### config.mk
export PLATFORM = sky130hd
export DESIGN_NAME = decimal_seven_segment_scanner
export DESIGN_NICKNAME = d
export VERILOG_FILES = /design/src/rtl/core/dsegscan_pkg.sv /design/src/rtl/core/dsegscan_cell.sv /design/src/rtl/core/decimal_seven_segment_scanner.sv
export SDC_FILE = /design/constraint.sdc
export NUM_CORES = 1
export LEC_CHECK = 0
export ABC_AREA = 1
export BUFFER_PORTS_ARGS = -buffer_cell sky130_fd_sc_hd__buf_4
export CORE_UTILIZATION = 45
export CTS_CLUSTER_SIZE = 25
export DETAILED_ROUTE_END_ITERATION = 16
export GPL_TIMING_DRIVEN = 0
export HOLD_SLACK_MARGIN = 0.03
export PLACE_DENSITY = 0.66
export SLEW_MARGIN = 25
export SYNTH_ARGS = -nofsm -noshare
export SYNTH_HDL_FRONTEND = slang
export SYNTH_SLANG_ARGS = --single-unit
### constraint.sdc
create_clock -name clk -period 2.7 [get_ports clk]
set_input_delay 0.27 -clock clk [delete_from_list [all_inputs] [get_ports clk]]
set_output_delay 0.27 -clock clk [all_outputs]
set_load 0.05 [all_outputs]
### src/rtl/core/dsegscan_pkg.sv
// ----------------------------------------------------------------------------
// Decimal seven-segment scanner package
// Shared types, command codes and the segment pattern table.
// ----------------------------------------------------------------------------
package dsegscan_pkg;

  typedef enum logic [1:0] {
    ST_IDLE,
    ST_CONV,
    ST_NORM
  } scan_state_t;

  typedef enum logic [1:0] {
    CELL_HOLD,
    CELL_CLEAR,
    CELL_DABBLE,
    CELL_SHIFT
  } cell_mode_t;

  localparam logic CMD_LOAD = 1'b0;
  localparam logic CMD_TICK = 1'b1;

  localparam int VALUE_W   = 32;
  localparam int BIT_CNT_W = 5;

  localparam logic [BIT_CNT_W-1:0] BIT_CNT_LAST = 5'd31;
  localparam logic [7:0]           SEL_NONE     = 8'hFF;

  function automatic logic [7:0] seg_pattern(input logic [3:0] d);
    logic [7:0] p;
    unique case (d)
      4'd0:    p = 8'h3F;
      4'd1:    p = 8'h06;
      4'd2:    p = 8'h5B;
      4'd3:    p = 8'h4F;
      4'd4:    p = 8'h66;
      4'd5:    p = 8'h6D;
      4'd6:    p = 8'h7D;
      4'd7:    p = 8'h07;
      4'd8:    p = 8'h7F;
      4'd9:    p = 8'h6F;
      default: p = 8'h3F;
    endcase
    return p;
  endfunction

endpackage

### src/rtl/core/dsegscan_cell.sv
// ----------------------------------------------------------------------------
// Decimal digit cell
// Holds one BCD digit; clears it, performs one shift-and-add-3 step or takes
// the digit of its lower neighbor.
// ----------------------------------------------------------------------------
module dsegscan_cell (
  input  logic                    clk,
  input  dsegscan_pkg::cell_mode_t mode,
  input  logic                    carry_in,
  input  logic [3:0]              digit_in,
  output logic [3:0]              digit,
  output logic                    carry_out
);
  import dsegscan_pkg::*;

  logic [3:0] adjusted;
  logic [3:0] digit_next;

  assign adjusted  = (digit >= 4'd5) ? 4'(digit + 4'd3) : digit;
  assign carry_out = adjusted[3];

  always_comb begin
    unique case (mode)
      CELL_CLEAR:  digit_next = 4'd0;
      CELL_DABBLE: digit_next = {adjusted[2:0], carry_in};
      CELL_SHIFT:  digit_next = digit_in;
      default:     digit_next = digit;
    endcase
  end

  always_ff @(posedge clk) begin
    digit <= digit_next;
  end

endmodule

### src/rtl/core/decimal_seven_segment_scanner.sv
// ----------------------------------------------------------------------------
// Decimal seven-segment scanner
// Converts a loaded value to decimal digits in a chain of digit cells and
// emits one digit per scan tick, most significant first.
//
//   Channel | Direction | Signals
//   in      | sink      | in_valid, in_ready, command, value
//   out     | source    | out_valid, out_ready, digit_select, segments, last
//
// A tick's result appears in the output register in the cycle after the tick
// is taken. A load of a non-negative value occupies the block for 32
// shift-and-add-3 steps through the cell chain, then one shift per leading
// zero digit to align the number to the top cell.
// A pending result in the output register stalls the input side.
// Reset clears the digit count and scan slot, so nothing is shown.
// ----------------------------------------------------------------------------
module decimal_seven_segment_scanner #(
  parameter int MAX_DIGITS = 10
) (
  input  logic                                clk,
  input  logic                                rst,
  input  logic                                in_valid,
  output logic                                in_ready,
  input  logic                                command,
  input  logic signed [dsegscan_pkg::VALUE_W-1:0] value,
  output logic                                out_valid,
  input  logic                                out_ready,
  output logic [7:0]                          digit_select,
  output logic [7:0]                          segments,
  output logic                                last
);
  import dsegscan_pkg::*;

  localparam int CNT_W = $clog2(MAX_DIGITS + 1);
  localparam int IDX_W = (MAX_DIGITS > 1) ? $clog2(MAX_DIGITS) : 1;

  scan_state_t            state;
  scan_state_t            state_next;
  cell_mode_t             cell_mode;
  logic [CNT_W-1:0]       digit_count;
  logic [CNT_W-1:0]       scan_slot;
  logic                   ovf;
  logic [VALUE_W-1:0]     val_sr;
  logic [BIT_CNT_W-1:0]   bit_cnt;

  logic [3:0]             cell_digit [MAX_DIGITS];
  logic [MAX_DIGITS:0]    carry;
  logic [3:0]             top_digit;

  logic                   load_take;
  logic                   load_pos;
  logic                   tick_take;
  logic                   norm_move;
  logic                   is_last;
  logic [CNT_W-1:0]       rd_full;
  logic [IDX_W-1:0]       rd_idx;
  logic [3:0]             cur_digit;
  logic [7:0]             sel_next;

  assign carry[0] = val_sr[VALUE_W-1];

  for (genvar k = 0; k < MAX_DIGITS; k++) begin : g_cell
    logic [3:0] lower_digit;
    if (k == 0) begin : g_first
      assign lower_digit = 4'd0;
    end else begin : g_rest
      assign lower_digit = cell_digit[k-1];
    end
    dsegscan_cell u_cell (
      .clk       (clk),
      .mode      (cell_mode),
      .carry_in  (carry[k]),
      .digit_in  (lower_digit),
      .digit     (cell_digit[k]),
      .carry_out (carry[k+1])
    );
  end

  assign top_digit = cell_digit[MAX_DIGITS-1];

  assign in_ready  = (state == ST_IDLE) && (!out_valid || out_ready);
  assign load_take = in_valid && in_ready && (command == CMD_LOAD);
  assign load_pos  = !value[VALUE_W-1];
  assign tick_take = in_valid && in_ready && (command == CMD_TICK) && (digit_count != '0);
  assign norm_move = (digit_count != '0) && (top_digit == 4'd0) && !ovf;

  assign is_last   = (scan_slot + CNT_W'(1)) == digit_count;
  assign rd_full   = CNT_W'(MAX_DIGITS - 1) - scan_slot;
  assign rd_idx    = rd_full[IDX_W-1:0];
  assign cur_digit = cell_digit[rd_idx];
  assign sel_next  = (scan_slot < 8) ? 8'(~(8'd1 << scan_slot)) : SEL_NONE;

  always_comb begin
    state_next = state;
    unique case (state)
      ST_IDLE: begin
        if (load_take && load_pos) state_next = ST_CONV;
      end
      ST_CONV: begin
        if (bit_cnt == BIT_CNT_LAST) state_next = ST_NORM;
      end
      ST_NORM: begin
        if (!norm_move) state_next = ST_IDLE;
      end
      default: state_next = ST_IDLE;
    endcase
  end

  always_comb begin
    cell_mode = CELL_HOLD;
    unique case (state)
      ST_IDLE: begin
        if (load_take && load_pos) cell_mode = CELL_CLEAR;
      end
      ST_CONV: cell_mode = CELL_DABBLE;
      ST_NORM: begin
        if (norm_move) cell_mode = CELL_SHIFT;
      end
      default: cell_mode = CELL_HOLD;
    endcase
  end

  always_ff @(posedge clk) begin
    if (rst) begin
      state       <= ST_IDLE;
      digit_count <= '0;
      scan_slot   <= '0;
      ovf         <= 1'b0;
      bit_cnt     <= '0;
      out_valid   <= 1'b0;
    end else begin
      state <= state_next;
      if (tick_take) out_valid <= 1'b1;
      else if (out_valid && out_ready) out_valid <= 1'b0;
      unique case (state)
        ST_IDLE: begin
          if (load_take) begin
            scan_slot   <= '0;
            digit_count <= load_pos ? CNT_W'(MAX_DIGITS) : '0;
            ovf         <= 1'b0;
            bit_cnt     <= '0;
          end else if (tick_take) begin
            scan_slot <= is_last ? '0 : scan_slot + CNT_W'(1);
          end
        end
        ST_CONV: begin
          bit_cnt <= bit_cnt + BIT_CNT_W'(1);
          if (carry[MAX_DIGITS]) ovf <= 1'b1;
        end
        ST_NORM: begin
          if (norm_move) digit_count <= digit_count - CNT_W'(1);
        end
        default: ;
      endcase
    end
  end

  always_ff @(posedge clk) begin
    if (load_take) begin
      val_sr <= value;
    end else if (state == ST_CONV) begin
      val_sr <= {val_sr[VALUE_W-2:0], 1'b0};
    end
    if (tick_take) begin
      digit_select <= sel_next;
      segments     <= seg_pattern(cur_digit);
      last         <= is_last;
    end
  end

  // The output register only ever holds a digit of a nonempty scan.
  a_out_has_digits: assert property (@(posedge clk) disable iff (rst)
    out_valid |-> (digit_count != '0))
    else $error("result pending with an empty digit store");

  // The scan slot always points inside the stored digits.
  a_slot_in_range: assert property (@(posedge clk) disable iff (rst)
    (digit_count != '0) |-> (scan_slot < digit_count))
    else $error("scan slot beyond digit count");

  // Conversion runs exactly one step per input bit.
  a_conv_length: assert property (@(posedge clk) disable iff (rst)
    (state == ST_CONV && bit_cnt == '0) |-> ##32 (state == ST_NORM))
    else $error("conversion length wrong");

  // After alignment the top cell holds a nonzero leading digit.
  a_aligned: assert property (@(posedge clk) disable iff (rst)
    (state == ST_IDLE && $past(state) == ST_NORM && digit_count != '0 && !ovf)
      |-> (top_digit != 4'd0))
    else $error("leading digit is zero after alignment");

endmodule
=== Word-level counts from Yosys, hierarchy flattened ===
Memory sizes are Yosys's and may differ from the RTL's. A register that Yosys moved wholly into a read port is not among the register bits.
Cells that the tools add are included.

* Register bits: 106
* Memory bits (read-only): 112
* RAM bits: 0
* Latch bits: 0
* Memories kept: 1

* Multipliers: 0
* Bitwise logic cells: 3
* Reduce and logical (&&, ||, !) cells: 29
* Add/sub/neg operators: 14
* Shift operators: 1
* Mux-type cells: 46
* Order comparisons: 12
* Equal/unequal tests: 13
* Div/mod/pow operators: 0

{| class="wikitable"
|+ Memories
! memory !! depth !! bits a word !! read ports !! clocked after Yosys merged registers in !! write ports !! RTL line !! source
|-
| (no name shown) || 16 || 7 || 1 || 1 || 0 || dsegscan_pkg.sv:31 || <nowiki>unique case (d)</nowiki>
|}

{| class="wikitable"
|+ Operator list
! cell !! number
|-
| 4-bit one-hot mux with 3 select lines || 9
|-
| 4-bit 2-to-1 mux || 18
|-
| 32-bit 2-to-1 mux || 2
|-
| 4-bit by 2-bit adder with 4-bit output (second input constant) || 10
|-
| 4-bit by 3-bit greater-or-equal comparator with 1-bit output (second input constant) || 10
|-
| 4-bit binary-select mux with 4-bit select || 1
|-
| 4-bit one-hot mux with 2 select lines || 2
|-
| 2-bit one-hot mux with 3 select lines || 2
|-
| 2-bit nonzero test || 6
|-
| 5-bit one-hot mux with 2 select lines || 1
|-
| 1-bit logical AND || 9
|-
| 3-bit AND reduction || 3
|-
| 2-bit 2-to-1 mux || 4
|-
| 2-bit != test (second input constant) || 4
|-
| 8-bit NOT || 1
|-
| 1-bit by 4-bit left shift with 8-bit output (first input constant) || 1
|-
| 2-bit == test (second input constant) || 3
|-
| 5-bit by 1-bit adder with 5-bit output (second input constant) || 1
|-
| 5-bit == test (second input constant) || 1
|-
| 5-bit greater-or-equal comparator (second input constant) || 1
|-
| 1-bit 2-to-1 mux || 5
|-
| 5-bit 2-to-1 mux || 1
|-
| 4-bit NOT with 5-bit output || 1
|-
| 4-bit by 1-bit adder with 4-bit output (second input constant) || 1
|-
| other kinds (16) || 21
|}

=== Longest topological paths before layout ===
* Depth after elaboration: 11
* Gate-level depth with buffers: 13

=== Cells and area by module ===
Synthesis repeated with hierarchy kept, for this count alone.

* Cells, all modules: 814
* Area, all modules: 6547.5 um^2

{| class="wikitable"
|+ Modules (own cells, without submodules)
! module !! instances !! sequential area each (um^2) !! cells an instance !! area each (um^2)
|-
| decimal_seven_segment_scanner || 1 || 1781.7 || 434 || 3544.6
|-
| dsegscan_cell || 10 || 120.1 || 38 || 300.3
|}

=== Worst setup path after synthesis ===
No wires, ideal clock.

* Path kind: reg2reg
* From: reg out_valid
* To: reg g_cell[0].u_cell.digit[0] (enable)
* Setup time: 404 ps
* Arrival time: 2485 ps
* Buffers on the path: 0
* Period minus slack after synthesis: 2889 ps
* Required time: 2296 ps
* Path slack: -189 ps
* Cell stages (with the launch flop): 8
* Cells stage by stage: dfxtp_1 inv_1 nor2_1 nor2_2 nand2_1 nor2_4 nand2_1 nand3_1

* Longest elaborated chain between the ends: 11
* Elaborated cells on any way between the ends: 13
* Classes of those cells: eq/ne: 3; mux: 2; reduce/logical: 8

{| class="wikitable"
|+ Ends and longest elaborated chain
! element !! RTL line !! source
|-
| start, declared || decimal_seven_segment_scanner.sv:26 || <nowiki>output logic out_valid,</nowiki>
|-
| start signal, assigned || decimal_seven_segment_scanner.sv:130 || <nowiki>out_valid <= 1'b0;</nowiki>
|-
| start signal, assigned || decimal_seven_segment_scanner.sv:133 || <nowiki>if (tick_take) out_valid <= 1'b1;</nowiki>
|-
| start signal, assigned || decimal_seven_segment_scanner.sv:134 || <nowiki>else if (out_valid && out_ready) out_valid <= 1'b0;</nowiki>
|-
| 1-bit zero test * || decimal_seven_segment_scanner.sv:81 || <nowiki>assign in_ready = (state == ST_IDLE) && (!out_valid || out_ready);</nowiki>
|-
| 1-bit logical OR * || decimal_seven_segment_scanner.sv:81 ||
|-
| 1-bit logical AND * || decimal_seven_segment_scanner.sv:81 ||
|-
| net in_ready || decimal_seven_segment_scanner.sv:23 || <nowiki>output logic in_ready,</nowiki>
|-
| 1-bit logical AND * (2 in a row) || decimal_seven_segment_scanner.sv:82 || <nowiki>assign load_take = in_valid && in_ready && (command == CMD_LOAD);</nowiki>
|-
| 1-bit logical AND * || decimal_seven_segment_scanner.sv:113 || <nowiki>if (load_take && load_pos) cell_mode = CELL_CLEAR;</nowiki>
|-
| 1-bit 2-to-1 mux * || decimal_seven_segment_scanner.sv:113 ||
|-
| 2-bit one-hot mux with 3 select lines * || decimal_seven_segment_scanner.sv:111 || <nowiki>unique case (state)</nowiki>
|-
| 2-bit by 1-bit == test with 1-bit output or 2-bit == test (tied branches) || dsegscan_cell.sv:23 || <nowiki>unique case (mode)</nowiki>
|-
| 2-bit OR reduction (no source line) || n/a ||
|-
| 2-bit nonzero test (no source line) * || n/a ||
|-
| end signal, assigned || dsegscan_cell.sv:32 || <nowiki>digit <= digit_next;</nowiki>
|-
| end, declared || dsegscan_cell.sv:11 || <nowiki>output logic [3:0] digit,</nowiki>
|}

The timed path passes the listed nets; every way through them passes the cells marked *.
A chain may end at the register's enable or synchronous reset.

=== Worst setup path after layout ===
* From: reg g_cell[9].u_cell.digit[0]
* To: reg g_cell[3].u_cell.digit[3] (enable)

* Longest elaborated chain between the ends: 7
* Elaborated cells on any way between the ends: 9
* Classes of those cells: eq/ne: 3; mux: 2; reduce/logical: 4

{| class="wikitable"
|+ Ends and longest elaborated chain
! element !! RTL line !! source
|-
| start, declared || dsegscan_cell.sv:11 ||
|-
| start signal, assigned || dsegscan_cell.sv:32 ||
|-
| 4-bit zero test * || decimal_seven_segment_scanner.sv:85 || <nowiki>assign norm_move = (digit_count != '0) && (top_digit == 4'd0) && !ovf;</nowiki>
|-
| 1-bit logical AND * (2 in a row) || decimal_seven_segment_scanner.sv:85 ||
|-
| 2-bit 2-to-1 mux * || decimal_seven_segment_scanner.sv:117 || <nowiki>if (norm_move) cell_mode = CELL_SHIFT;</nowiki>
|-
| 2-bit one-hot mux with 3 select lines * || decimal_seven_segment_scanner.sv:111 ||
|-
| 2-bit by 1-bit == test with 1-bit output or 2-bit == test (tied branches) || dsegscan_cell.sv:23 ||
|-
| 3-bit nonzero test (no source line) * || n/a ||
|-
| end signal, assigned || dsegscan_cell.sv:32 ||
|-
| end, declared || dsegscan_cell.sv:11 ||
|}

Every way passes the cells marked *; elsewhere a longest branch is shown, timed or not.

==> metrics.csv <==
metric,value,unit
viasPerCell,5.40,
grt_pass1_vias,4518,
path_delay_family,simple AND/OR/NAND/NOR gates,
leakagePower,2.95,nW
tns,0,ns
crit_top_cell,inv_1,
outcome,"complete, no violations",
hold_violations,0,
synth.top_cell.area_share,44.6,%
rsz0062_at_grt,false,
start_kind,register,
fin_crit_sh,96.3,%
syn_to_final_growth,16.1,%
min_path_type,in -> reg,
synth_nets,741,
multi_input_comb_area,2550,sq um
crit_required,2.71,ns
first_iter_violations,384,
ant_nets,0,
core_area,12700,sq um
avgSynthCellArea,8.89,sq um
chipWidth,117,microns
peakVddDrop,353,uV
wl,13.6,mm
drc_errors,0,
cts_tree,done,
start_util,46.6,%
place.gp.congestion,0.898,
via_count,4915,
ys_seq_area_share,50.3,%
fin_util,54.1,%
portBuffers,54,
grt_overflow_total,0,
core.rowCount,41,
finalSetupViolCount,0,
fin_crit,2.60,ns
fin_ws,0.101,ns
synth.ff_latch_count,105,
netlist_top_cells_area,"edfxtp_1 45%, nand2_1 11%, ha_1 7.8%",
wl_per_cell,15.0,microns
cp_cell_sequence,inv_1 > ha_1 > inv_1 > nor3_1 > nand3_1 > clkbuf_2 > nand3_4,
dr.pass1.iters,5,
synth_area_leader_cell,edfxtp_1,
htree_levels,3,
place_ws,-0.752,ns
ios,56,
slew_headroom,45.8,%
worst_pin_slew,0.810,ns
fmax,385,MHz
die_h,117,microns
diodes,0,
netlist-cell-type-count,34,
finalNetCount,807,
synthCells,667,
critPathMaxFanout,20,
grt_use_total,21.1,%
maxCapViolCount,0,
final_layout_size_suffix_gt1_share,15.0,%
slowest_stage,clkbuf_2,
end_kind,register,
clock-root-buffer,clkbuf_16,
slowest_delay,0.46,ns
dp_hpwl,9.77,mm
cts_buffers,9,
cts.sinks,105,
cts_max_path_buffers,2,
arrival,2.61,ns
grt_start_max_net_pins,35,
cts_setup_buffers,0,
clkTransAtPathRegs,0.07,ns
critPathBufInv,3,
clock-skew-final,0.00934,ns
dieArea,13600,sq um
regArea,2980,sq um
synth_warnings,0,
powerDensity,561,nW/um^2
syn_area,5930,sq um
clk_latency,0.35,ns
hold_ws,0.0879,ns
slew_viol_final,0,
hold_buffers,0,
grt_pass1_wl,21.8,mm
fillers,1160,
antenna_found_initial,0,
path_class,reg -> reg,
[kinds of logic after synthesis]
logic type	synth area share, %
buffers and inverters	7.20
xor gates and xnor gates	2.05
adders and majority gates	7.81
other	0.0633
AOI/OAI and AO/OA	13.4
DFF	50.3
and+or+nand+nor	19.1
[metrics by stage]
stage	area (sq um)	power, W	std cells
after floorplan	5930	0.00236	667
after global placement	6550	0.00252	893
after detailed placement	6550	0.00254	893
after CTS	6880	0.00389	910
after global routing	6880	0.00403	910
final	6880	0.00386	910
[power breakdown]
| group | internal [W] | total (W) | switching, W |
|---|---|---|---|
| Sequential | 0.00188 | 0.00194 | 0.0000511 |
| Combinational | 0.000200 | 0.000581 | 0.000380 |
| Clock | 0.000732 | 0.00135 | 0.000616 |
| Total | 0.00282 | 0.00386 | 0.00105 |
[worst paths after layout]
kind / slack, ns / depth (start not counted) / from / endpoint
worst max register to register: 0.10 / 7 / g_cell[9].u_cell.digit[0] / g_cell[3].u_cell.digit[3]
worst min register to register: 0.47 / 2 / bit_cnt[3] / bit_cnt[3]
worst min-delay path: 0.09 / 2 / rst / digit_count[1]
worst max-delay path: 0.10 / 7 / g_cell[9].u_cell.digit[0] / g_cell[3].u_cell.digit[3]
[layout by cell type (no fill, tap or decap), types with 16 or more instances in the layout]
cell      synthesis  layout
o22ai_1          17      17
nand3_1          41      40
nand2_1         179     179
nor2_1           27      27
o21ai_0          61      61
a21oi_1          34      34
inv_1            78      78
edfxtp_1         88      88
dfxtp_1          17      16
ha_1             37      36
buf_4             3      57
[synth_stat cells, drive strengths merged]
| cell type | number |
|---|---|
| or2 | 6 |
| ha | 37 |
| o21a | 1 |
| o21ai | 61 |
| buf | 15 |
| nor2 | 29 |
| xnor2 | 2 |
| edfxtp | 88 |
| o211ai | 11 |
| nand4 | 5 |
| nor3 | 3 |
| o21bai | 1 |
| a211oi | 1 |
| a21oi | 34 |
| a31oi | 2 |
| o22ai | 17 |
| nand2 | 184 |
| conb | 1 |
| nand3 | 41 |
| dfxtp | 17 |
| a32o | 4 |
| o32ai | 6 |
| clkbuf | 6 |
| inv | 84 |
| xor2 | 11 |
[worst register-to-register path, cell delays in order (launching register included)]
cell and delay, ns:
edfxtp_1 0.44, inv_1 0.14, ha_1 0.18, inv_1 0.05, nor3_1 0.18, nand3_1 0.44, clkbuf_2 0.46, nand3_4 0.36
[area by class of cell]
cell class | count | share of cell area (%)
multi-input cells | 458 | 37.0
repair buffers | 54 | 5.89
plain buffers | 21 | 1.64
well taps | 172 | 3.13
clock inverters | 6 | 1.04
inverters | 84 | 4.58
clock buffers | 10 | 3.33
flip-flops and latches | 105 | 43.4
[repair_timing]
action,4_1_cts,5_1_grt
setup endpoints to repair,40,2
resized for setup,3,2
endpoints found under the hold margin,0,0
pin swaps,1,0
gates cloned,1,0
[sequential cells by signal, indices dropped and copies added (netlist names), 2 cells and up]
name                 flops
state                    2
scan_slot                4
val_sr                  32
bit_cnt                  5
digit_count              4
g_cell.u_cell.digit     40
segments                 7
digit_select             8
[layer usage]
layer	routed length, microns	up-vias	share of wire, %	track usage, %
li1	-	2403	-	-
met5	0	-	0	0
met2	6340	181	46	33.1
met4	365	0	2.7	10.4
met1	6200	2304	45	28.5
met3	739	27	5.4	3.11
No activity file was read; power rests on OpenSTA's default activity.
